==> config.mk <==
export PLATFORM = sky130hd
export DESIGN_NAME = fct_plane_store
export DESIGN_NICKNAME = d
export VERILOG_FILES = /design/src/rtl/core/fct_pkg.sv /design/src/rtl/core/fct_plane_store.sv
export SDC_FILE = /design/constraint.sdc
export NUM_CORES = 1
export LEC_CHECK = 0
export BUFFER_PORTS_ARGS = -buffer_cell sky130_fd_sc_hd__buf_2
export CORE_AREA = 2 2 180 359
export CTS_CLUSTER_DIAMETER = 100
export CTS_CLUSTER_SIZE = 8
export DETAILED_ROUTE_END_ITERATION = 10
export DIE_AREA = 0 0 182 361
export PLACE_DENSITY = 0.75
export SLEW_MARGIN = 0
export SYNTH_ARGS = -nofsm -noshare
export SYNTH_HDL_FRONTEND = slang
export SYNTH_SLANG_ARGS = --single-unit
==> constraint.sdc <==
create_clock -name clk_i -period 1.5 [get_ports clk_i]
set_input_delay 0.075 -clock clk_i [delete_from_list [all_inputs] [get_ports clk_i]]
set_output_delay 0.075 -clock clk_i [all_outputs]
set_load 0.005 [all_outputs]
==> src/rtl/core/fct_pkg.sv <==
// ----------------------------------------------------------------------------
// fct_pkg
// Shared types, codes and widths for the frustum cull tester: transaction
// payloads, operation and visibility codes, sequencer states and step codes.
// ----------------------------------------------------------------------------
`default_nettype none

package fct_pkg;

  // table geometry
  localparam int unsigned PLANE_COUNT   = 6;
  localparam int unsigned DIST_PLANES   = 5;
  localparam int unsigned BOX_CORNERS   = 8;
  localparam int unsigned COEFS         = 4;
  localparam int unsigned FRACTION_BITS = 16;

  // datapath widths
  localparam int unsigned WORD_W      = 32;
  localparam int unsigned RADIUS_W    = 31;
  localparam int unsigned PROD_W      = 2 * WORD_W;
  localparam int unsigned ACC_W       = PROD_W + 2;
  localparam int unsigned DIST_W      = ACC_W - FRACTION_BITS + 1;
  localparam int unsigned PLANE_IDX_W = 3;
  localparam int unsigned COEF_IDX_W  = $clog2(COEFS);
  localparam int unsigned CORNER_W    = $clog2(BOX_CORNERS);
  localparam int unsigned STEP_W      = 3;

  // operation codes
  typedef enum logic [1:0] {
    OP_WRITE  = 2'd0,
    OP_BOX    = 2'd1,
    OP_SPHERE = 2'd2,
    OP_DIST   = 2'd3
  } fct_op_e;

  // visibility codes
  typedef enum logic [1:0] {
    VIS_FULL    = 2'd0,
    VIS_PARTIAL = 2'd1,
    VIS_NONE    = 2'd2
  } fct_vis_e;

  // sequencer states
  typedef enum logic [1:0] {
    ST_IDLE,
    ST_RUN,
    ST_DONE
  } fct_state_e;

  // steps of one plane evaluation
  localparam logic [STEP_W-1:0] STEP_MUL_X  = 3'd0;
  localparam logic [STEP_W-1:0] STEP_MUL_Y  = 3'd1;
  localparam logic [STEP_W-1:0] STEP_MUL_Z  = 3'd2;
  localparam logic [STEP_W-1:0] STEP_ACC_Z  = 3'd3;
  localparam logic [STEP_W-1:0] STEP_OFFSET = 3'd4;
  localparam logic [STEP_W-1:0] STEP_EVAL   = 3'd5;

  // coefficient slots within a plane
  localparam logic [COEF_IDX_W-1:0] COEF_NX  = 2'd0;
  localparam logic [COEF_IDX_W-1:0] COEF_NY  = 2'd1;
  localparam logic [COEF_IDX_W-1:0] COEF_NZ  = 2'd2;
  localparam logic [COEF_IDX_W-1:0] COEF_OFS = 2'd3;

  // input transaction
  typedef struct packed {
    fct_op_e                   op;
    logic [PLANE_IDX_W-1:0]    plane_index;
    logic signed [WORD_W-1:0]  first_x;
    logic signed [WORD_W-1:0]  first_y;
    logic signed [WORD_W-1:0]  first_z;
    logic signed [WORD_W-1:0]  second_x;
    logic signed [WORD_W-1:0]  second_y;
    logic signed [WORD_W-1:0]  second_z;
    logic signed [WORD_W-1:0]  plane_offset;
    logic [RADIUS_W-1:0]       radius;
  } fct_in_t;

  // result transaction
  typedef struct packed {
    fct_vis_e                  visibility;
    logic signed [WORD_W-1:0]  distance;
  } fct_out_t;

  // sequencer control toward the plane store and the mac unit
  typedef struct packed {
    logic [STEP_W-1:0]      step;
    logic [PLANE_IDX_W-1:0] plane;
    logic [CORNER_W-1:0]    corner;
    logic [COEF_IDX_W-1:0]  coef;
  } fct_ctrl_t;

endpackage

`default_nettype wire

==> src/rtl/core/fct_plane_store.sv <==
// ----------------------------------------------------------------------------
// fct_plane_store
// Clip plane table: normal and offset words for each plane, cleared at reset,
// written as a whole plane, read one coefficient at a time.
// ----------------------------------------------------------------------------
`default_nettype none

module fct_plane_store (
  input  logic                                   clk_i,
  input  logic                                   rst_ni,
  input  logic                                   wr_en_i,
  input  logic [fct_pkg::PLANE_IDX_W-1:0]        wr_plane_i,
  input  logic signed [fct_pkg::WORD_W-1:0]      wr_nx_i,
  input  logic signed [fct_pkg::WORD_W-1:0]      wr_ny_i,
  input  logic signed [fct_pkg::WORD_W-1:0]      wr_nz_i,
  input  logic signed [fct_pkg::WORD_W-1:0]      wr_ofs_i,
  input  logic [fct_pkg::PLANE_IDX_W-1:0]        rd_plane_i,
  input  logic [fct_pkg::COEF_IDX_W-1:0]         rd_coef_i,
  output logic signed [fct_pkg::WORD_W-1:0]      rd_data_o
);

  logic signed [fct_pkg::WORD_W-1:0] coef_q [fct_pkg::PLANE_COUNT][fct_pkg::COEFS];

  // plane write
  always_ff @(posedge clk_i or negedge rst_ni) begin
    if (!rst_ni) begin
      for (int p = 0; p < fct_pkg::PLANE_COUNT; p++) begin
        for (int c = 0; c < fct_pkg::COEFS; c++) begin
          coef_q[p][c] <= '0;
        end
      end
    end else if (wr_en_i) begin
      coef_q[wr_plane_i][fct_pkg::COEF_NX]  <= wr_nx_i;
      coef_q[wr_plane_i][fct_pkg::COEF_NY]  <= wr_ny_i;
      coef_q[wr_plane_i][fct_pkg::COEF_NZ]  <= wr_nz_i;
      coef_q[wr_plane_i][fct_pkg::COEF_OFS] <= wr_ofs_i;
    end
  end

  // coefficient read for the current step
  assign rd_data_o = coef_q[rd_plane_i][rd_coef_i];

endmodule

`default_nettype wire

==> impl_metrics.ini <==
[clock_tree]
clkSinkCount = 768
cts_buffers = 105
clockBufferDepth = 3
cts.reportedPaths.clkPinSlew_ns = 0.05
cts_root_buffer = clkbuf_16
cts_tree = built
h-tree-depth = 3
clkLatencyLatePin_ns = 0.65

[power_and_ir_drop]
internal-power_mw = 43.9
p_per_area_nw_per_um2 = 1400
power.share.combinational = 0.182
p_leak_nw = 18.4
vdd_drop_max_mv = 1.59
power.switching_mw = 15.3
seq_power_share = 0.468
switching_share = 0.258
clock_power_share = 0.350

[routing]
wl_met2_um = 52700
postRouteAntennaNets = 0
initialDrtViolationCount = 865
wl_per_cell_um = 28.6
wl_um = 94500
drc = 0
vias = 20400
drt-vias-per-instance = 6.18
wl_met3_um = 3790
wl_met1_um = 31200
dr.max_layer_used = met5
dr.pass1.iters = 5

[critical_path]
crit_path_end_kind = output port
path_class = reg -> out
r2r-start = coef_q[442]
worst-endpoint-required_ns = 1.42
cp_max_fo = 2
ff2ff_setup_slack_ns = 0.48
cp.arrival_ns = 2.25
crit_path_start = coef_q[426]
reg2regPathDepth = 3
start_kind = flip-flop

[cells_and_area]
top_regs = coef_q: 768 flops
synthToLayoutAreaGrowth_pct = 23.4
multi_input_area_um2 = 14800
drive_gt1_frac = 0.304
fin_nets = 2636
regMostFlops = coef_q
fillers = 4145
final_util = 0.674
seqCellArea_um2 = 19200
largest_register_ffs = 768

[sta]
relSlewSlack = 0.417
rsz0062_at_grt = yes
finalWorstSetupSlack_ns = -0.821
min_period_over_period = 1.55
max_slew.worst_pin.slew_ns = 0.871
fin_crit_ns = 2.32
slew_violations = 0
finalSetupViolations = 32
skew_ns = 0
fmax_ghz = 0.431
holdWs_ns = 0.0383
finalHoldViolCount = 0

[global_route]
grt.total_usage = 0.299
antenna_found_initial = 8
grt_max_degree = 106
grt_overflow_total = 0
grt_pass1_wl_um = 146000
grt_pass1_vias = 23800

[synth]
synth.avg_cell_area_um2 = 16.8
seq_area_frac_synth = 0.560
syn_inst = 2046
yosysTopAreaCell = dfrtp_1
synth.top_cell.area_share = 0.560
synth_cell_types = 21
synth_seq_cells = 768
synth_fp_nets = 2185
syn_area_um2 = 34300
yosys-top-cells-area = dfrtp_1, mux2_1, mux4_2
yosysWarnings = 0

[floorplan]
pin_count = 171
die_y_um = 361
dieArea_um2 = 65700
core_um2 = 62800
row_count = 130
die_w_um = 182
initial_core_util = 0.546

[placed_design]
place.gp.congestion = 0.851
io_buffers = 170
hpwlAfterDp_um = 67500

[worst_hold_path]
min_from = wr_plane_i[1]
hold_path.class = in -> reg
min_path_cells = 4

[status]
violations = negative setup slack
status = finished, violations left

[flow_run]
drv_cap = 0
## path summary, 6_finish.rpt
check,to
max,rd_data_o[10]
max in group asynchronous,coef_q[100]
min reg2reg,coef_q[454]
min,coef_q[608]
min in group asynchronous,coef_q[17]
max reg2reg,coef_q[442]
## metal layers
layer	vias up	global-route usage
li1	8570	-
met1	11000	0.304
met2	570	0.561
met3	232	0.0439
met4	2	0.200
met5	-	0
## power groups by stage
stage	Combinational [mW]	Clock [mW]	Sequential, mW
2_1_floorplan	6.54	0	26.9
6_report	10.8	20.7	27.7
4_1_cts	10.7	21.0	27.7
3_5_place_dp	9.95	0	28.0
3_3_place_gp	9.51	0	27.5
5_1_grt	11.5	21.9	28.2
## area by class of cell
type,count,share of cell area
diodes,6,0.000355
clock buffers,106,0.0627
clock inverters,6,0.00169
multi-input cells,1131,0.350
flip-flops and latches,768,0.454
well taps,792,0.0234
repair buffers,491,0.108
## cell usage in the layout (no fill, tap or decap), drive strengths merged
| cell type | Yosys | final |
|---|---|---|
| mux2 | 800 | 800 |
| dfrtp | 768 | 768 |
| buf | 115 | 361 |
| mux4 | 192 | 192 |
| dlygate4sd3 | 0 | 130 |
| clkbuf | 32 | 106 |
| mux2i | 32 | 32 |
| a21oi | 32 | 32 |
| a22o | 32 | 32 |
| o21ai | 32 | 32 |
| diode | 0 | 6 |
| inv | 0 | 5 |
| nand4b | 2 | 2 |
| nor4bb | 2 | 2 |
| nand2b | 1 | 1 |
| nor2 | 1 | 1 |
| and3b | 1 | 1 |
| nor3b | 1 | 1 |
| nand2 | 1 | 1 |
| nor3 | 1 | 1 |
| nor4b | 1 | 1 |
| clkinv | 0 | 1 |
## logic make-up (layout without fill, tap and decap cells)
family	after synthesis	in the layout	synth area share
AND/OR/NAND/NOR	11	11	0.00237
flip-flops	768	768	0.560
buffers and inverters	147	603	0.0215
other	0	6	0
AO/OA/AOI/OAI	96	96	0.0175
multiplexers	1024	1024	0.398
## critical path: stages (launching register included)
cell and delay, ns:
dfrtp_1 0.40, mux4_2 0.48, mux2_4 0.31, a21oi_2 0.17
o21ai_2 0.09, buf_2 0.14
## what timing repair did
item / CTS / global route
hold buffers: 130 / 0
gates cloned: 0 / 0
pin swaps: 30 / 7
resized for setup: 71 / 27
setup buffers: 6 / 4
setup endpoints to repair: 32 / 32
endpoints found under the hold margin: 1536 / 0
## synthesized netlist by cell type
library cell / count
a21oi_1: 32
nor3b_1: 1
buf_4: 1
mux2i_1: 32
and3b_1: 1
buf_2: 108
mux4_2: 192
nor4bb_1: 2
nand4b_1: 2
nand2b_1: 1
o21ai_1: 32
nor3_1: 1
mux2_1: 768
nor2_1: 1
buf_6: 6
a22o_1: 32
mux2_2: 32
dfrtp_1: 768
nor4b_1: 1
nand2_1: 1
clkbuf_1: 32
## per-stage QoR
stage	std cells	power [mW]	TNS (ns)	area, um^2	setup WS [ns]
floorplan	2046	33.5	0	34300	0.00996
global placement	3042	37.0	-31.70	37800	-0.497
detailed placement	3042	37.9	-32.89	37800	-0.465
CTS	3290	59.4	-25.00	42100	-0.884
global route	3299	61.6	-25.63	42300	-0.848
finish	3300	59.2	-24.14	42300	-0.821
No activity file was read; power rests on OpenSTA's default activity.
