### config.mk
export PLATFORM = sky130hd
export DESIGN_NAME = fct_mac_unit
export DESIGN_NICKNAME = d
export VERILOG_FILES = /design/src/rtl/core/fct_pkg.sv /design/src/rtl/core/fct_mac_unit.sv
export SDC_FILE = /design/constraint.sdc
export NUM_CORES = 2
export LEC_CHECK = 0
export BUFFER_PORTS_ARGS = -buffer_cell sky130_fd_sc_hd__buf_2
export CAP_MARGIN = 20
export CORE_MARGIN = 3
export CORE_UTILIZATION = 45
export CTS_BUF_LIST = sky130_fd_sc_hd__clkbuf_2
export CTS_CLUSTER_DIAMETER = 100
export CTS_CLUSTER_SIZE = 30
export DETAILED_ROUTE_END_ITERATION = 10
export SLEW_MARGIN = 20
export SYNTH_ARGS = -nofsm -noshare
export SYNTH_HDL_FRONTEND = slang
export SYNTH_SLANG_ARGS = --single-unit
### constraint.sdc
create_clock -name clk_i -period 16.15 [get_ports clk_i]
set_input_delay 2.4225 -clock clk_i [delete_from_list [all_inputs] [get_ports clk_i]]
set_output_delay 2.4225 -clock clk_i [all_outputs]
set_load 0.03 [all_outputs]
### src/rtl/core/fct_pkg.sv
// ----------------------------------------------------------------------------
// fct_pkg
// Shared types, codes and widths for the frustum cull tester: transaction
// payloads, operation and visibility codes, sequencer states and step codes.
// ----------------------------------------------------------------------------
`default_nettype none

package fct_pkg;

  // table geometry
  localparam int unsigned PLANE_COUNT   = 6;
  localparam int unsigned DIST_PLANES   = 5;
  localparam int unsigned BOX_CORNERS   = 8;
  localparam int unsigned COEFS         = 4;
  localparam int unsigned FRACTION_BITS = 16;

  // datapath widths
  localparam int unsigned WORD_W      = 32;
  localparam int unsigned RADIUS_W    = 31;
  localparam int unsigned PROD_W      = 2 * WORD_W;
  localparam int unsigned ACC_W       = PROD_W + 2;
  localparam int unsigned DIST_W      = ACC_W - FRACTION_BITS + 1;
  localparam int unsigned PLANE_IDX_W = 3;
  localparam int unsigned COEF_IDX_W  = $clog2(COEFS);
  localparam int unsigned CORNER_W    = $clog2(BOX_CORNERS);
  localparam int unsigned STEP_W      = 3;

  // operation codes
  typedef enum logic [1:0] {
    OP_WRITE  = 2'd0,
    OP_BOX    = 2'd1,
    OP_SPHERE = 2'd2,
    OP_DIST   = 2'd3
  } fct_op_e;

  // visibility codes
  typedef enum logic [1:0] {
    VIS_FULL    = 2'd0,
    VIS_PARTIAL = 2'd1,
    VIS_NONE    = 2'd2
  } fct_vis_e;

  // sequencer states
  typedef enum logic [1:0] {
    ST_IDLE,
    ST_RUN,
    ST_DONE
  } fct_state_e;

  // steps of one plane evaluation
  localparam logic [STEP_W-1:0] STEP_MUL_X  = 3'd0;
  localparam logic [STEP_W-1:0] STEP_MUL_Y  = 3'd1;
  localparam logic [STEP_W-1:0] STEP_MUL_Z  = 3'd2;
  localparam logic [STEP_W-1:0] STEP_ACC_Z  = 3'd3;
  localparam logic [STEP_W-1:0] STEP_OFFSET = 3'd4;
  localparam logic [STEP_W-1:0] STEP_EVAL   = 3'd5;

  // coefficient slots within a plane
  localparam logic [COEF_IDX_W-1:0] COEF_NX  = 2'd0;
  localparam logic [COEF_IDX_W-1:0] COEF_NY  = 2'd1;
  localparam logic [COEF_IDX_W-1:0] COEF_NZ  = 2'd2;
  localparam logic [COEF_IDX_W-1:0] COEF_OFS = 2'd3;

  // input transaction
  typedef struct packed {
    fct_op_e                   op;
    logic [PLANE_IDX_W-1:0]    plane_index;
    logic signed [WORD_W-1:0]  first_x;
    logic signed [WORD_W-1:0]  first_y;
    logic signed [WORD_W-1:0]  first_z;
    logic signed [WORD_W-1:0]  second_x;
    logic signed [WORD_W-1:0]  second_y;
    logic signed [WORD_W-1:0]  second_z;
    logic signed [WORD_W-1:0]  plane_offset;
    logic [RADIUS_W-1:0]       radius;
  } fct_in_t;

  // result transaction
  typedef struct packed {
    fct_vis_e                  visibility;
    logic signed [WORD_W-1:0]  distance;
  } fct_out_t;

  // sequencer control toward the plane store and the mac unit
  typedef struct packed {
    logic [STEP_W-1:0]      step;
    logic [PLANE_IDX_W-1:0] plane;
    logic [CORNER_W-1:0]    corner;
    logic [COEF_IDX_W-1:0]  coef;
  } fct_ctrl_t;

endpackage

`default_nettype wire

### src/rtl/core/fct_mac_unit.sv
// ----------------------------------------------------------------------------
// fct_mac_unit
// Shared multiply-accumulate unit: one 32x32 product per cycle, summed over
// the three normal terms, then scaled and offset into a plane value.
// ----------------------------------------------------------------------------
`default_nettype none

module fct_mac_unit (
  input  logic                                 clk_i,
  input  fct_pkg::fct_in_t                     item_i,
  input  fct_pkg::fct_ctrl_t                   ctrl_i,
  input  logic signed [fct_pkg::WORD_W-1:0]    coef_i,
  output logic signed [fct_pkg::DIST_W-1:0]    dist_o
);

  logic signed [fct_pkg::WORD_W-1:0] pt_x, pt_y, pt_z;
  logic signed [fct_pkg::WORD_W-1:0] operand;
  logic signed [fct_pkg::PROD_W-1:0] product;
  logic signed [fct_pkg::PROD_W-1:0] prod_q;
  logic signed [fct_pkg::ACC_W-1:0]  acc_q;
  logic signed [fct_pkg::DIST_W-1:0] dist_q;

  // box corner selection, corner zero is the first point
  assign pt_x = ctrl_i.corner[0] ? item_i.second_x : item_i.first_x;
  assign pt_y = ctrl_i.corner[1] ? item_i.second_y : item_i.first_y;
  assign pt_z = ctrl_i.corner[2] ? item_i.second_z : item_i.first_z;

  // operand for the current step
  always_comb begin
    case (ctrl_i.step)
      fct_pkg::STEP_MUL_X: operand = pt_x;
      fct_pkg::STEP_MUL_Y: operand = pt_y;
      default:             operand = pt_z;
    endcase
  end

  assign product = coef_i * operand;

  // product register, accumulator and plane value
  always_ff @(posedge clk_i) begin
    prod_q <= product;
    case (ctrl_i.step) inside
      fct_pkg::STEP_MUL_X: begin
        acc_q <= '0;
      end
      fct_pkg::STEP_MUL_Y, fct_pkg::STEP_MUL_Z, fct_pkg::STEP_ACC_Z: begin
        acc_q <= acc_q + fct_pkg::ACC_W'(prod_q);
      end
      fct_pkg::STEP_OFFSET: begin
        dist_q <= fct_pkg::DIST_W'(acc_q >>> fct_pkg::FRACTION_BITS)
                + fct_pkg::DIST_W'(coef_i);
      end
      default: begin
      end
    endcase
  end

  assign dist_o = dist_q;

endmodule

`default_nettype wire

==> results.md <==
* Area of the multi-input gates at about 40,000 um2
* CTS Buffer Depth at 2
* DP HPWL at around 110,000 um
* Hold Fails Final Rpt at 0
* I/O pin count at around 360
* Fin nets at between 7k and 8k
* Hold slack at 0.483 ns
* DR iter-0 viols at 2,012
* Count of state elements after synthesis at approximately 180
* Fillers at 10.4k
* Cell repeated most along the worst path: fa_1
* Die height at roughly 340 um
* Share of cells above drive strength 1 at approximately 8.5%
* Crit path largest cell delay at between 1 and 1.5 ns
* Register area at roughly 4100 um2
* Max cap viols at 0
* WL per Instance at 19.4 um
* Endpoints failing setup at 0
* Via Count at 36.5k
* Layout area overhead at 6.20%
* Crit path arrival time at 12.72 ns
* Async S/R FF share, synth at 0%
* CTS HTree Levels at 4
* Crit Path Max Fanout at between 40 and 50
* Avg Inst Size Synth at 9.16 um2
* Root buf cell: clkbuf_2
* Post-CTS Setup Repair Bufs at 0
* Slew margin rel. at a little over a quarter
* Final period utilization at roughly 73%
* Worst-skew pair later-pin latency at around 0.9 ns
* WP buf/inv at 9
* Max Freq at 84.3 MHz
* Crit start category: input pin
* DIE AREA at 113,000 um2
* Vias in the first global route at 39.7k
* Final Max Tran Viols at 0
* First-pass GRT wire length at between 200,000 and 250,000 um
* Post-synth EDFFs at between 50 and 60
* Worst r2r src: acc_q[16]
* TritonCTS clock tree: built
* Critical path class: input pin to flop
* Worst-Margin Slew at 1.09 ns
* Fin crit period at around 12 ns
* Post-DP Area at 51,900 um2
* Num CTS Buffers at 17
* Cts hold-fix bufs at 0
* DRT Wirelength at 134,000 um
* GRT Util Overall at approximately a quarter
* Drc violations at 0
* Distinct cells, synth at between 80 and 90
* Yosys warns at 0
* WHS Path Cells at 2
* Vias per inst at approximately 5.3
* Critical path endpoint: prod_q[63]
* Post-CTS resize count at 0
* TritonRoute pass-1 iters at 5
* Worst setup startpoint: ctrl_i[10]
* GPL Wtd Cong at ~0.91
* Mapped Nets at a little over 7k
* CP required at ~17 ns
* CP endpoint kind: flop
* R2R cell count at 13
* Reg2reg end: dist_o[50]
* Stages on worst setup path at 30
* RSZ-0062 raised after global routing: no
* Setup TNS Final at 0 ns
* Gate Count Post-Synth at approximately 5.4k
* Status: completed
* CTS clk-pin slew, worst paths at between 0.2 and 0.3 ns
* Post-DRT Antenna Nets at 0
* Global route overflow at 0
* Post-synthesis cell area at around 49,000 um2
* Count of input and output buffers at 281
* Clk sink count at 181
* Worst hold path class: flop to flop
* Initial antenna violation count at 16
* Row cnt at 120
* Largest net degree at the start of global routing at between 60 and 70
* Register area share after synthesis at 8.41%
* Core area at between 100,000 and 150,000 um2
* Slowest library cell on the worst path: fa_1
* Initial Utilization at 45.6%
* Chip Width at 336 um
* Final core occ at 48.5%
* Most used DFF post-synth: dfxtp_1
* Design area at 52,200 um2
* Setup Skew at 0.0334 ns
* Top Family by Delay on Critical Path: adder cells
* Reg2reg setup slack at around 12 ns
==> metal layers <==
| metal | GRT usage, % | routed length, um |
|---|---|---|
| met4 | 6.86 | 4020 |
| met1 | 31.0 | 54900 |
| met3 | 2.82 | 5450 |
| met5 | 0 | 53 |
| met2 | 44.5 | 69400 |
==> registers in the layout, summed over array words and instances (netlist names) <==
name	count
prod_q	64
dist_o	51
acc_q	66
==> cell usage in the layout (no fill, tap or decap), types with 130 or more instances in the layout <==
cell type / n
nand2_1: 626
nor2b_1: 327
and2_1: 238
fa_1: 1084
inv_1: 998
buf_2: 281
dfxtp_1: 130
o21ai_0: 134
nor2_1: 148
a21oi_1: 183
ha_1: 299
==> how the worst min path moves through the flow <==
stage           endpoint       from  slack [ns]
6_report       acc_q[13]  acc_q[13]        0.48
3_5_place_dp   acc_q[13]  acc_q[13]        0.45
4_1_cts        acc_q[13]  acc_q[13]        0.49
2_1_floorplan   acc_q[3]   acc_q[3]        0.42
5_1_grt        acc_q[14]  acc_q[14]        0.51
3_3_place_gp   acc_q[15]  acc_q[15]        0.44
==> cell type report <==
type	count	area share, %
antenna	10	0.0480
clock buffer	17	0.163
inverter	998	7.18
tap	1403	3.36
sequential	181	7.92
clock inverter	15	0.281
multi-input combinational	3913	77.5
timing repair buffer	342	3.57
==> worst register-to-register path, delay by kind of cell (launching register included) <==
family / cells / cell delay (ns)
compound gates: 7 / 2.14
buf+inv: 1 / 0.07
fa+ha+maj: 2 / 0.62
flops: 1 / 0.46
mux: 1 / 0.29
simple gates: 2 / 0.35
==> per-stage QoR <==
| step | setup WS, ns | instances |
|---|---|---|
| finish | 4.29 | 6879 |
| global route | 3.51 | 6877 |
| CTS | 4.18 | 6869 |
| detailed placement | 3.20 | 6837 |
| global placement | 3.26 | 6837 |
| floorplan | 5.18 | 5363 |
==> synthesized netlist by cell type (all sizes together), types with 55 or more instances <==
| library cell | instances | share of area (%) |
|---|---|---|
| fa | 1084 | 44 |
| inv | 998 | 7.6 |
| nand2 | 627 | 4.8 |
| nor2b | 327 | 4.2 |
| ha | 299 | 7.6 |
| clkbuf | 252 | 2.0 |
| and2 | 241 | 3.1 |
| a21oi | 194 | 2.0 |
| o21ai | 168 | 1.7 |
| nor2 | 151 | 1.2 |
| dfxtp | 130 | 5.3 |
| xnor2 | 116 | 2.1 |
| a21o | 80 | 1.2 |
| mux2i | 65 | 1.3 |
| nand2b | 56 | 0.71 |
| xor2 | 55 | 0.98 |
==> cell families after synthesis <==
group	count (synthesis)	share of synthesized area (%)
compound gates	709	9.28
buf+inv	1269	9.76
flops	181	8.41
fa+ha+maj	1383	51.8
xor+xnor	171	3.05
simple gates	1563	15.9
mux	87	1.83
Power is left out: the tool's default activity adds up to more than one toggle a clock period on the data nets, which glitch-free logic cannot reach.
