**config.mk**
```make
export PLATFORM = sky130hd
export DESIGN_NAME = fct_sequencer
export DESIGN_NICKNAME = d
export VERILOG_FILES = /design/src/rtl/core/fct_pkg.sv /design/src/rtl/core/fct_sequencer.sv
export SDC_FILE = /design/constraint.sdc
export NUM_CORES = 1
export LEC_CHECK = 0
export ABC_CLOCK_PERIOD_IN_PS = 2700
export BUFFER_PORTS_ARGS = -buffer_cell sky130_fd_sc_hd__buf_2
export CAP_MARGIN = 0
export CORE_ASPECT_RATIO = 0.9
export CORE_MARGIN = 5
export CORE_UTILIZATION = 25
export CTS_CLUSTER_DIAMETER = 30
export CTS_CLUSTER_SIZE = 10
export DETAILED_ROUTE_END_ITERATION = 10
export HOLD_SLACK_MARGIN = 0.06
export PLACE_DENSITY_LB_ADDON = 0.2
export SYNTH_ARGS = -nofsm -noshare
export SYNTH_HDL_FRONTEND = slang
export SYNTH_SLANG_ARGS = --single-unit
```
**constraint.sdc**
```tcl
create_clock -name clk_i -period 2.7 [get_ports clk_i]
set_clock_uncertainty 0.15 [all_clocks]
set_input_delay 0.27 -clock clk_i [delete_from_list [all_inputs] [get_ports clk_i]]
set_output_delay 0.27 -clock clk_i [all_outputs]
set_load 0.02 [all_outputs]
```
**src/rtl/core/fct_pkg.sv**
```systemverilog
// ----------------------------------------------------------------------------
// fct_pkg
// Shared types, codes and widths for the frustum cull tester: transaction
// payloads, operation and visibility codes, sequencer states and step codes.
// ----------------------------------------------------------------------------
`default_nettype none

package fct_pkg;

  // table geometry
  localparam int unsigned PLANE_COUNT   = 6;
  localparam int unsigned DIST_PLANES   = 5;
  localparam int unsigned BOX_CORNERS   = 8;
  localparam int unsigned COEFS         = 4;
  localparam int unsigned FRACTION_BITS = 16;

  // datapath widths
  localparam int unsigned WORD_W      = 32;
  localparam int unsigned RADIUS_W    = 31;
  localparam int unsigned PROD_W      = 2 * WORD_W;
  localparam int unsigned ACC_W       = PROD_W + 2;
  localparam int unsigned DIST_W      = ACC_W - FRACTION_BITS + 1;
  localparam int unsigned PLANE_IDX_W = 3;
  localparam int unsigned COEF_IDX_W  = $clog2(COEFS);
  localparam int unsigned CORNER_W    = $clog2(BOX_CORNERS);
  localparam int unsigned STEP_W      = 3;

  // operation codes
  typedef enum logic [1:0] {
    OP_WRITE  = 2'd0,
    OP_BOX    = 2'd1,
    OP_SPHERE = 2'd2,
    OP_DIST   = 2'd3
  } fct_op_e;

  // visibility codes
  typedef enum logic [1:0] {
    VIS_FULL    = 2'd0,
    VIS_PARTIAL = 2'd1,
    VIS_NONE    = 2'd2
  } fct_vis_e;

  // sequencer states
  typedef enum logic [1:0] {
    ST_IDLE,
    ST_RUN,
    ST_DONE
  } fct_state_e;

  // steps of one plane evaluation
  localparam logic [STEP_W-1:0] STEP_MUL_X  = 3'd0;
  localparam logic [STEP_W-1:0] STEP_MUL_Y  = 3'd1;
  localparam logic [STEP_W-1:0] STEP_MUL_Z  = 3'd2;
  localparam logic [STEP_W-1:0] STEP_ACC_Z  = 3'd3;
  localparam logic [STEP_W-1:0] STEP_OFFSET = 3'd4;
  localparam logic [STEP_W-1:0] STEP_EVAL   = 3'd5;

  // coefficient slots within a plane
  localparam logic [COEF_IDX_W-1:0] COEF_NX  = 2'd0;
  localparam logic [COEF_IDX_W-1:0] COEF_NY  = 2'd1;
  localparam logic [COEF_IDX_W-1:0] COEF_NZ  = 2'd2;
  localparam logic [COEF_IDX_W-1:0] COEF_OFS = 2'd3;

  // input transaction
  typedef struct packed {
    fct_op_e                   op;
    logic [PLANE_IDX_W-1:0]    plane_index;
    logic signed [WORD_W-1:0]  first_x;
    logic signed [WORD_W-1:0]  first_y;
    logic signed [WORD_W-1:0]  first_z;
    logic signed [WORD_W-1:0]  second_x;
    logic signed [WORD_W-1:0]  second_y;
    logic signed [WORD_W-1:0]  second_z;
    logic signed [WORD_W-1:0]  plane_offset;
    logic [RADIUS_W-1:0]       radius;
  } fct_in_t;

  // result transaction
  typedef struct packed {
    fct_vis_e                  visibility;
    logic signed [WORD_W-1:0]  distance;
  } fct_out_t;

  // sequencer control toward the plane store and the mac unit
  typedef struct packed {
    logic [STEP_W-1:0]      step;
    logic [PLANE_IDX_W-1:0] plane;
    logic [CORNER_W-1:0]    corner;
    logic [COEF_IDX_W-1:0]  coef;
  } fct_ctrl_t;

endpackage

`default_nettype wire

```
**src/rtl/core/fct_sequencer.sv**
```systemverilog
// ----------------------------------------------------------------------------
// fct_sequencer
// Step, plane and corner sequencing for the visibility tests, with the
// per-plane decision logic and the verdict registers.
// ----------------------------------------------------------------------------
`default_nettype none

module fct_sequencer (
  input  logic                                 clk_i,
  input  logic                                 rst_ni,
  input  logic                                 start_i,
  input  fct_pkg::fct_op_e                     op_i,
  input  logic [fct_pkg::RADIUS_W-1:0]         radius_i,
  input  logic signed [fct_pkg::DIST_W-1:0]    dist_i,
  input  logic                                 out_free_i,
  output fct_pkg::fct_ctrl_t                   ctrl_o,
  output logic                                 busy_o,
  output logic                                 done_o,
  output fct_pkg::fct_out_t                    result_o
);

  localparam logic [fct_pkg::CORNER_W-1:0] CornerLast =
    fct_pkg::CORNER_W'(fct_pkg::BOX_CORNERS - 1);
  localparam logic [fct_pkg::PLANE_IDX_W-1:0] PlaneLastAll =
    fct_pkg::PLANE_IDX_W'(fct_pkg::PLANE_COUNT - 1);
  localparam logic [fct_pkg::PLANE_IDX_W-1:0] PlaneLastDist =
    fct_pkg::PLANE_IDX_W'(fct_pkg::DIST_PLANES - 1);

  fct_pkg::fct_state_e                   state_q, state_d;
  logic [fct_pkg::STEP_W-1:0]            step_q, step_d;
  logic [fct_pkg::PLANE_IDX_W-1:0]       plane_q, plane_d;
  logic [fct_pkg::CORNER_W-1:0]          corner_q, corner_d;
  logic                                  any_out_q, any_out_d;
  logic [fct_pkg::PLANE_COUNT-1:0]       all_out_q, all_out_d;
  fct_pkg::fct_vis_e                     vis_q, vis_d;
  logic signed [fct_pkg::WORD_W-1:0]     dist_res_q, dist_res_d;

  logic                                  finish;
  logic                                  eval;
  logic                                  last_plane;
  logic                                  neg;
  logic                                  le_neg_r;
  logic                                  le_r;
  logic                                  fits;
  logic signed [fct_pkg::DIST_W:0]       dist_ext, r_ext, sum_r, diff_r;
  logic signed [fct_pkg::WORD_W-1:0]     dist_sat;

  // plane value compares against zero and the radius
  assign dist_ext = (fct_pkg::DIST_W + 1)'(dist_i);
  assign r_ext    = $signed((fct_pkg::DIST_W + 1)'({1'b0, radius_i}));
  assign sum_r    = dist_ext + r_ext;
  assign diff_r   = dist_ext - r_ext;
  assign neg      = dist_i[fct_pkg::DIST_W-1];
  assign le_neg_r = sum_r[fct_pkg::DIST_W] || (sum_r == '0);
  assign le_r     = diff_r[fct_pkg::DIST_W] || (diff_r == '0);

  // saturation to 32 bits
  assign fits = (&dist_i[fct_pkg::DIST_W-1:fct_pkg::WORD_W-1])
             || (~|dist_i[fct_pkg::DIST_W-1:fct_pkg::WORD_W-1]);
  assign dist_sat = fits ? dist_i[fct_pkg::WORD_W-1:0]
                  : neg  ? $signed({1'b1, {(fct_pkg::WORD_W-1){1'b0}}})
                         : $signed({1'b0, {(fct_pkg::WORD_W-1){1'b1}}});

  assign eval       = (state_q == fct_pkg::ST_RUN) && (step_q == fct_pkg::STEP_EVAL);
  assign last_plane = (op_i == fct_pkg::OP_DIST) ? (plane_q == PlaneLastDist)
                                                 : (plane_q == PlaneLastAll);

  // counters and verdict update
  always_comb begin
    step_d     = step_q;
    plane_d    = plane_q;
    corner_d   = corner_q;
    any_out_d  = any_out_q;
    all_out_d  = all_out_q;
    vis_d      = vis_q;
    dist_res_d = dist_res_q;
    finish     = 1'b0;
    if (start_i) begin
      step_d     = fct_pkg::STEP_MUL_X;
      plane_d    = '0;
      corner_d   = '0;
      any_out_d  = 1'b0;
      all_out_d  = '1;
      vis_d      = fct_pkg::VIS_FULL;
      dist_res_d = '0;
    end else if (state_q == fct_pkg::ST_RUN) begin
      if (!eval) begin
        step_d = step_q + 1'b1;
      end else begin
        step_d = fct_pkg::STEP_MUL_X;
        unique case (op_i)
          fct_pkg::OP_BOX: begin
            any_out_d          = any_out_q | neg;
            all_out_d[plane_q] = all_out_q[plane_q] & neg;
            finish             = last_plane && (corner_q == CornerLast);
            vis_d = !any_out_d   ? fct_pkg::VIS_FULL
                  : |all_out_d   ? fct_pkg::VIS_NONE
                                 : fct_pkg::VIS_PARTIAL;
          end
          fct_pkg::OP_SPHERE: begin
            if (le_neg_r) begin
              vis_d  = fct_pkg::VIS_NONE;
              finish = 1'b1;
            end else begin
              if (le_r) begin
                vis_d = fct_pkg::VIS_PARTIAL;
              end
              finish = last_plane;
            end
          end
          fct_pkg::OP_DIST: begin
            if (neg && le_neg_r) begin
              vis_d      = fct_pkg::VIS_NONE;
              dist_res_d = '0;
              finish     = 1'b1;
            end else if (last_plane) begin
              dist_res_d = dist_sat;
              finish     = 1'b1;
            end
          end
          default: begin
            finish = 1'b1;
          end
        endcase
        if (last_plane) begin
          plane_d  = '0;
          corner_d = corner_q + 1'b1;
        end else begin
          plane_d = plane_q + 1'b1;
        end
      end
    end
  end

  // next state
  always_comb begin
    state_d = state_q;
    unique case (state_q)
      fct_pkg::ST_IDLE: if (start_i)    state_d = fct_pkg::ST_RUN;
      fct_pkg::ST_RUN:  if (finish)     state_d = fct_pkg::ST_DONE;
      fct_pkg::ST_DONE: if (out_free_i) state_d = fct_pkg::ST_IDLE;
      default:                          state_d = fct_pkg::ST_IDLE;
    endcase
  end

  // state outputs
  always_comb begin
    busy_o   = (state_q != fct_pkg::ST_IDLE);
    done_o   = (state_q == fct_pkg::ST_DONE);
    result_o = '{visibility: vis_q, distance: dist_res_q};
    ctrl_o.step   = step_q;
    ctrl_o.plane  = plane_q;
    ctrl_o.corner = corner_q;
    unique case (step_q)
      fct_pkg::STEP_MUL_X: ctrl_o.coef = fct_pkg::COEF_NX;
      fct_pkg::STEP_MUL_Y: ctrl_o.coef = fct_pkg::COEF_NY;
      fct_pkg::STEP_MUL_Z: ctrl_o.coef = fct_pkg::COEF_NZ;
      default:             ctrl_o.coef = fct_pkg::COEF_OFS;
    endcase
  end

  // registers
  always_ff @(posedge clk_i or negedge rst_ni) begin
    if (!rst_ni) begin
      state_q    <= fct_pkg::ST_IDLE;
      step_q     <= fct_pkg::STEP_MUL_X;
      plane_q    <= '0;
      corner_q   <= '0;
      any_out_q  <= 1'b0;
      all_out_q  <= '1;
      vis_q      <= fct_pkg::VIS_FULL;
      dist_res_q <= '0;
    end else begin
      state_q    <= state_d;
      step_q     <= step_d;
      plane_q    <= plane_d;
      corner_q   <= corner_d;
      any_out_q  <= any_out_d;
      all_out_q  <= all_out_d;
      vis_q      <= vis_d;
      dist_res_q <= dist_res_d;
    end
  end

endmodule

`default_nettype wire

```
==> results.yml <==
final_layout:
  mostFrequentLayoutCells: "buf_4 (552), nand2_1 (140), buf_2 (132), nor2_1 (129), a21oi_1 (124)"
  finalNetCount: 2209
  nFillCells: 4132
  layout-drive-gt1-share: 0.434
  layout-area-overhead-vs-synth_pct: 65.7
  stdcell_area_mm2: 0.0164
  final_cells: 2580
  layout_commonest_cell: "buf_4"
timing:
  fin_crit_sh: 1.50
  fmax_mhz: 247
  tns_ns: -47.18
  slew_violations: 0
  fin_crit_ns: 4.06
  worst_slew_pin_slew_ns: 0.755
  hold_viol_final: 0
  finalWorstSetupSlack_ns: -1.36
  relSlewSlack: 0.492
  rsz0062_at_grt: "yes"
  fin_hold_ws_ns: 0.135
  finalSetupViolations: 36
status:
  status: "finished, violations left"
  violations: "setup timing"
drt:
  firstDrtPassIters: 6
  via_count: 13700
  drc_errors: 0
  initialDrtViolationCount: 1085
  wire_per_inst_um: 22.3
  vias_per_cell: 5.31
  postRouteAntennaNets: 0
  drt-total-wl_um: 57500
clock_network:
  h-tree-depth: 2
  clk_latency_ns: 0.29
  cts_buffers: 5
  clk_pin_slew_ns: 0.07
  cts_sinks: 52
  root_buffer: "clkbuf_16"
  clock_path_buffers: 2
  tritoncts: "built"
power_and_ir_drop:
  power_report.internal_total_mw: 2.48
  comb_power_share: 0.677
  power_density_mw_per_mm2: 272
  seqPwrFrac: 0.178
  sw_frac_of_total: 0.444
  vdd_drop_max_mv: 0.245
  clkPwrFrac: 0.144
  switchingPower_mw: 1.98
  power.leakage_nw: 7.34
placement:
  portBuffers: 134
  placed_cells: 2544
  routabilityCongestion: 1.00
  dpl-instance-area_mm2: 0.0153
  pre_cts_ws_ns: -1.96
  place_hpwl_um: 48800
critical_path:
  end_kind: "register"
  path_max_fanout: 8
  startpoint_type: "primary input"
  critPathArrivalTime_ns: 4.07
  required_ns: 2.71
  crit_type: "primary input to register"
grt:
  antenna_found_initial: 3
  grt_pass1_wl_um: 84000
  grt_start_max_net_pins: 47
  grtUsageTotal: 0.253
  grt-ovfl-total: 0
  grt_pass1_vias: 13200
synthesis:
  ys_seq_elements: 52
  synth_edf_count: 0
  avgSynthCellArea_um2: 6.98
  yosys.cell_types.count: 92
  syn_area_mm2: 0.00990
  synth_ff_type: "dfrtp_1"
  async_flop_share: 1.00
  synth_warnings: 0
  syn_nets: 1581
  ys_seq_area_frac: 0.132
  synthCells: 1418
floorplan:
  start_util: 0.252
  die_width_um: 220
  ios: 135
  die_y_um: 199
  coreArea_mm2: 0.0393
  rows: 69
  dieArea_mm2: 0.0437
job:
  maxCapViolCount: 0
min_path:
  hold_path_class: "primary input to register"
==> final timing paths <==
| path | cells after the start | to | slack (ns) | startpoint |
|---|---|---|---|---|
| worst max-delay path | 20 | dist_res_q[3] | -1.36 | radius_i[15] |
| worst min-delay path | 3 | dist_res_q[20] | 0.14 | dist_i[20] |
| worst max register to register | 10 | vis_q[1] | 0.09 | plane_q[2] |
| worst min register to register | 1 | state_q[0] | 0.35 | state_q[1] |
| max in group asynchronous | 3 | dist_res_q[8] | 1.36 | rst_ni |
| min in group asynchronous | 2 | plane_q[2] | 0.32 | rst_ni |
==> critical path, cell delays in order <==
cell and delay [ns]:
buf_2 0.12, inv_1 0.05, ha_1 0.40, buf_4 0.21, nor2b_1 0.07, nor2_1 0.12
a21boi_0 0.15, buf_4 0.17, a22oi_1 0.29, nand4bb_1 0.21, a2111oi_2 0.37, nand4_1 0.22
nand4bb_4 0.30, nor4_4 0.26, buf_4 0.18, o21ai_4 0.08, a21oi_4 0.17, buf_6 0.16
buf_12 0.15, o32ai_4 0.09
==> stage by stage <==
| step | utilization | power [mW] |
|---|---|---|
| 2_1_floorplan | - | 2.04 |
| 3_3_place_gp | 0.390 | 3.57 |
| 3_5_place_dp | 0.390 | 3.57 |
| 4_1_cts | 0.413 | 4.38 |
| 5_1_grt | 0.417 | 4.68 |
| 6_report | 0.417 | 4.45 |
==> registers in the layout, summed over array words and instances, names as in the netlist <==
name        cells
dist_res_q     32
all_out_q       6
corner_q        3
plane_q         3
step_q          3
state_q         2
vis_q           2
any_out_q       1
==> synthesized netlist by cell type (17+ instances only) <==
cell type	number	share of area
buf_2	17	0.0086
nor2_1	135	0.051
nor4_1	34	0.021
clkbuf_1	58	0.022
o31ai_1	18	0.014
nor2b_1	35	0.022
nand2_1	144	0.055
dfrtp_1	46	0.12
xnor2_1	18	0.016
ha_1	73	0.092
o32ai_2	30	0.049
nand4_1	40	0.025
nand3_1	46	0.023
a21oi_1	134	0.068
a31oi_1	19	0.012
nor3_1	35	0.018
o211ai_1	21	0.016
o21ai_0	87	0.044
inv_1	109	0.041
or4_1	17	0.013
mux2i_1	19	0.019
==> repair_timing <==
action / 4_1_cts / 5_1_grt
buffers inserted: 23 / 4
hold endpoints to repair: 12 / 0
endpoints found under the setup margin: 36 / 36
cloned: 3 / 0
pin swaps: 50 / 23
hold buffers: 1 / 0
resized for setup: 99 / 37
==> power groups by stage <==
| stage | Sequential [mW] | Combinational [mW] | Clock (mW) |
|---|---|---|---|
| 3_5_place_dp | 0.809 | 2.76 | 0 |
| 5_1_grt | 0.796 | 3.19 | 0.700 |
| 3_3_place_gp | 0.809 | 2.76 | 0 |
| 6_report | 0.794 | 3.02 | 0.643 |
| 4_1_cts | 0.794 | 2.92 | 0.664 |
| 2_1_floorplan | 0.814 | 1.23 | 0 |
==> area by class of cell <==
type                            instances  area (µm²)  share of cell area
Clock inverter                          1        5.00            0.000305
Sequential cell                        52        1310              0.0798
Timing Repair Buffer                  708        5210               0.318
Inverter                              110         423              0.0258
Antenna cell                            1        2.50            0.000153
Clock buffer                            7         133             0.00809
Multi-Input combinational cell       1169        8650               0.527
Tap cell                              532         666              0.0406
==> per-layer routing <==
metal  share of wire  GRT usage
met5         0.00023          0
met2            0.45      0.406
met1            0.46      0.362
met4           0.025     0.0483
met3           0.066     0.0408
==> kinds of logic after synthesis <==
family | count (synthesis) | synth area share
muxes | 24 | 0.0249
and+or+nand+nor | 581 | 0.305
adders and majority gates | 75 | 0.0963
xor gates and xnor gates | 23 | 0.0204
buffers and inverters | 197 | 0.0808
AOI/OAI and AO/OA | 466 | 0.341
DFF | 52 | 0.132
Note: power is estimated with default switching activity, not from simulation.
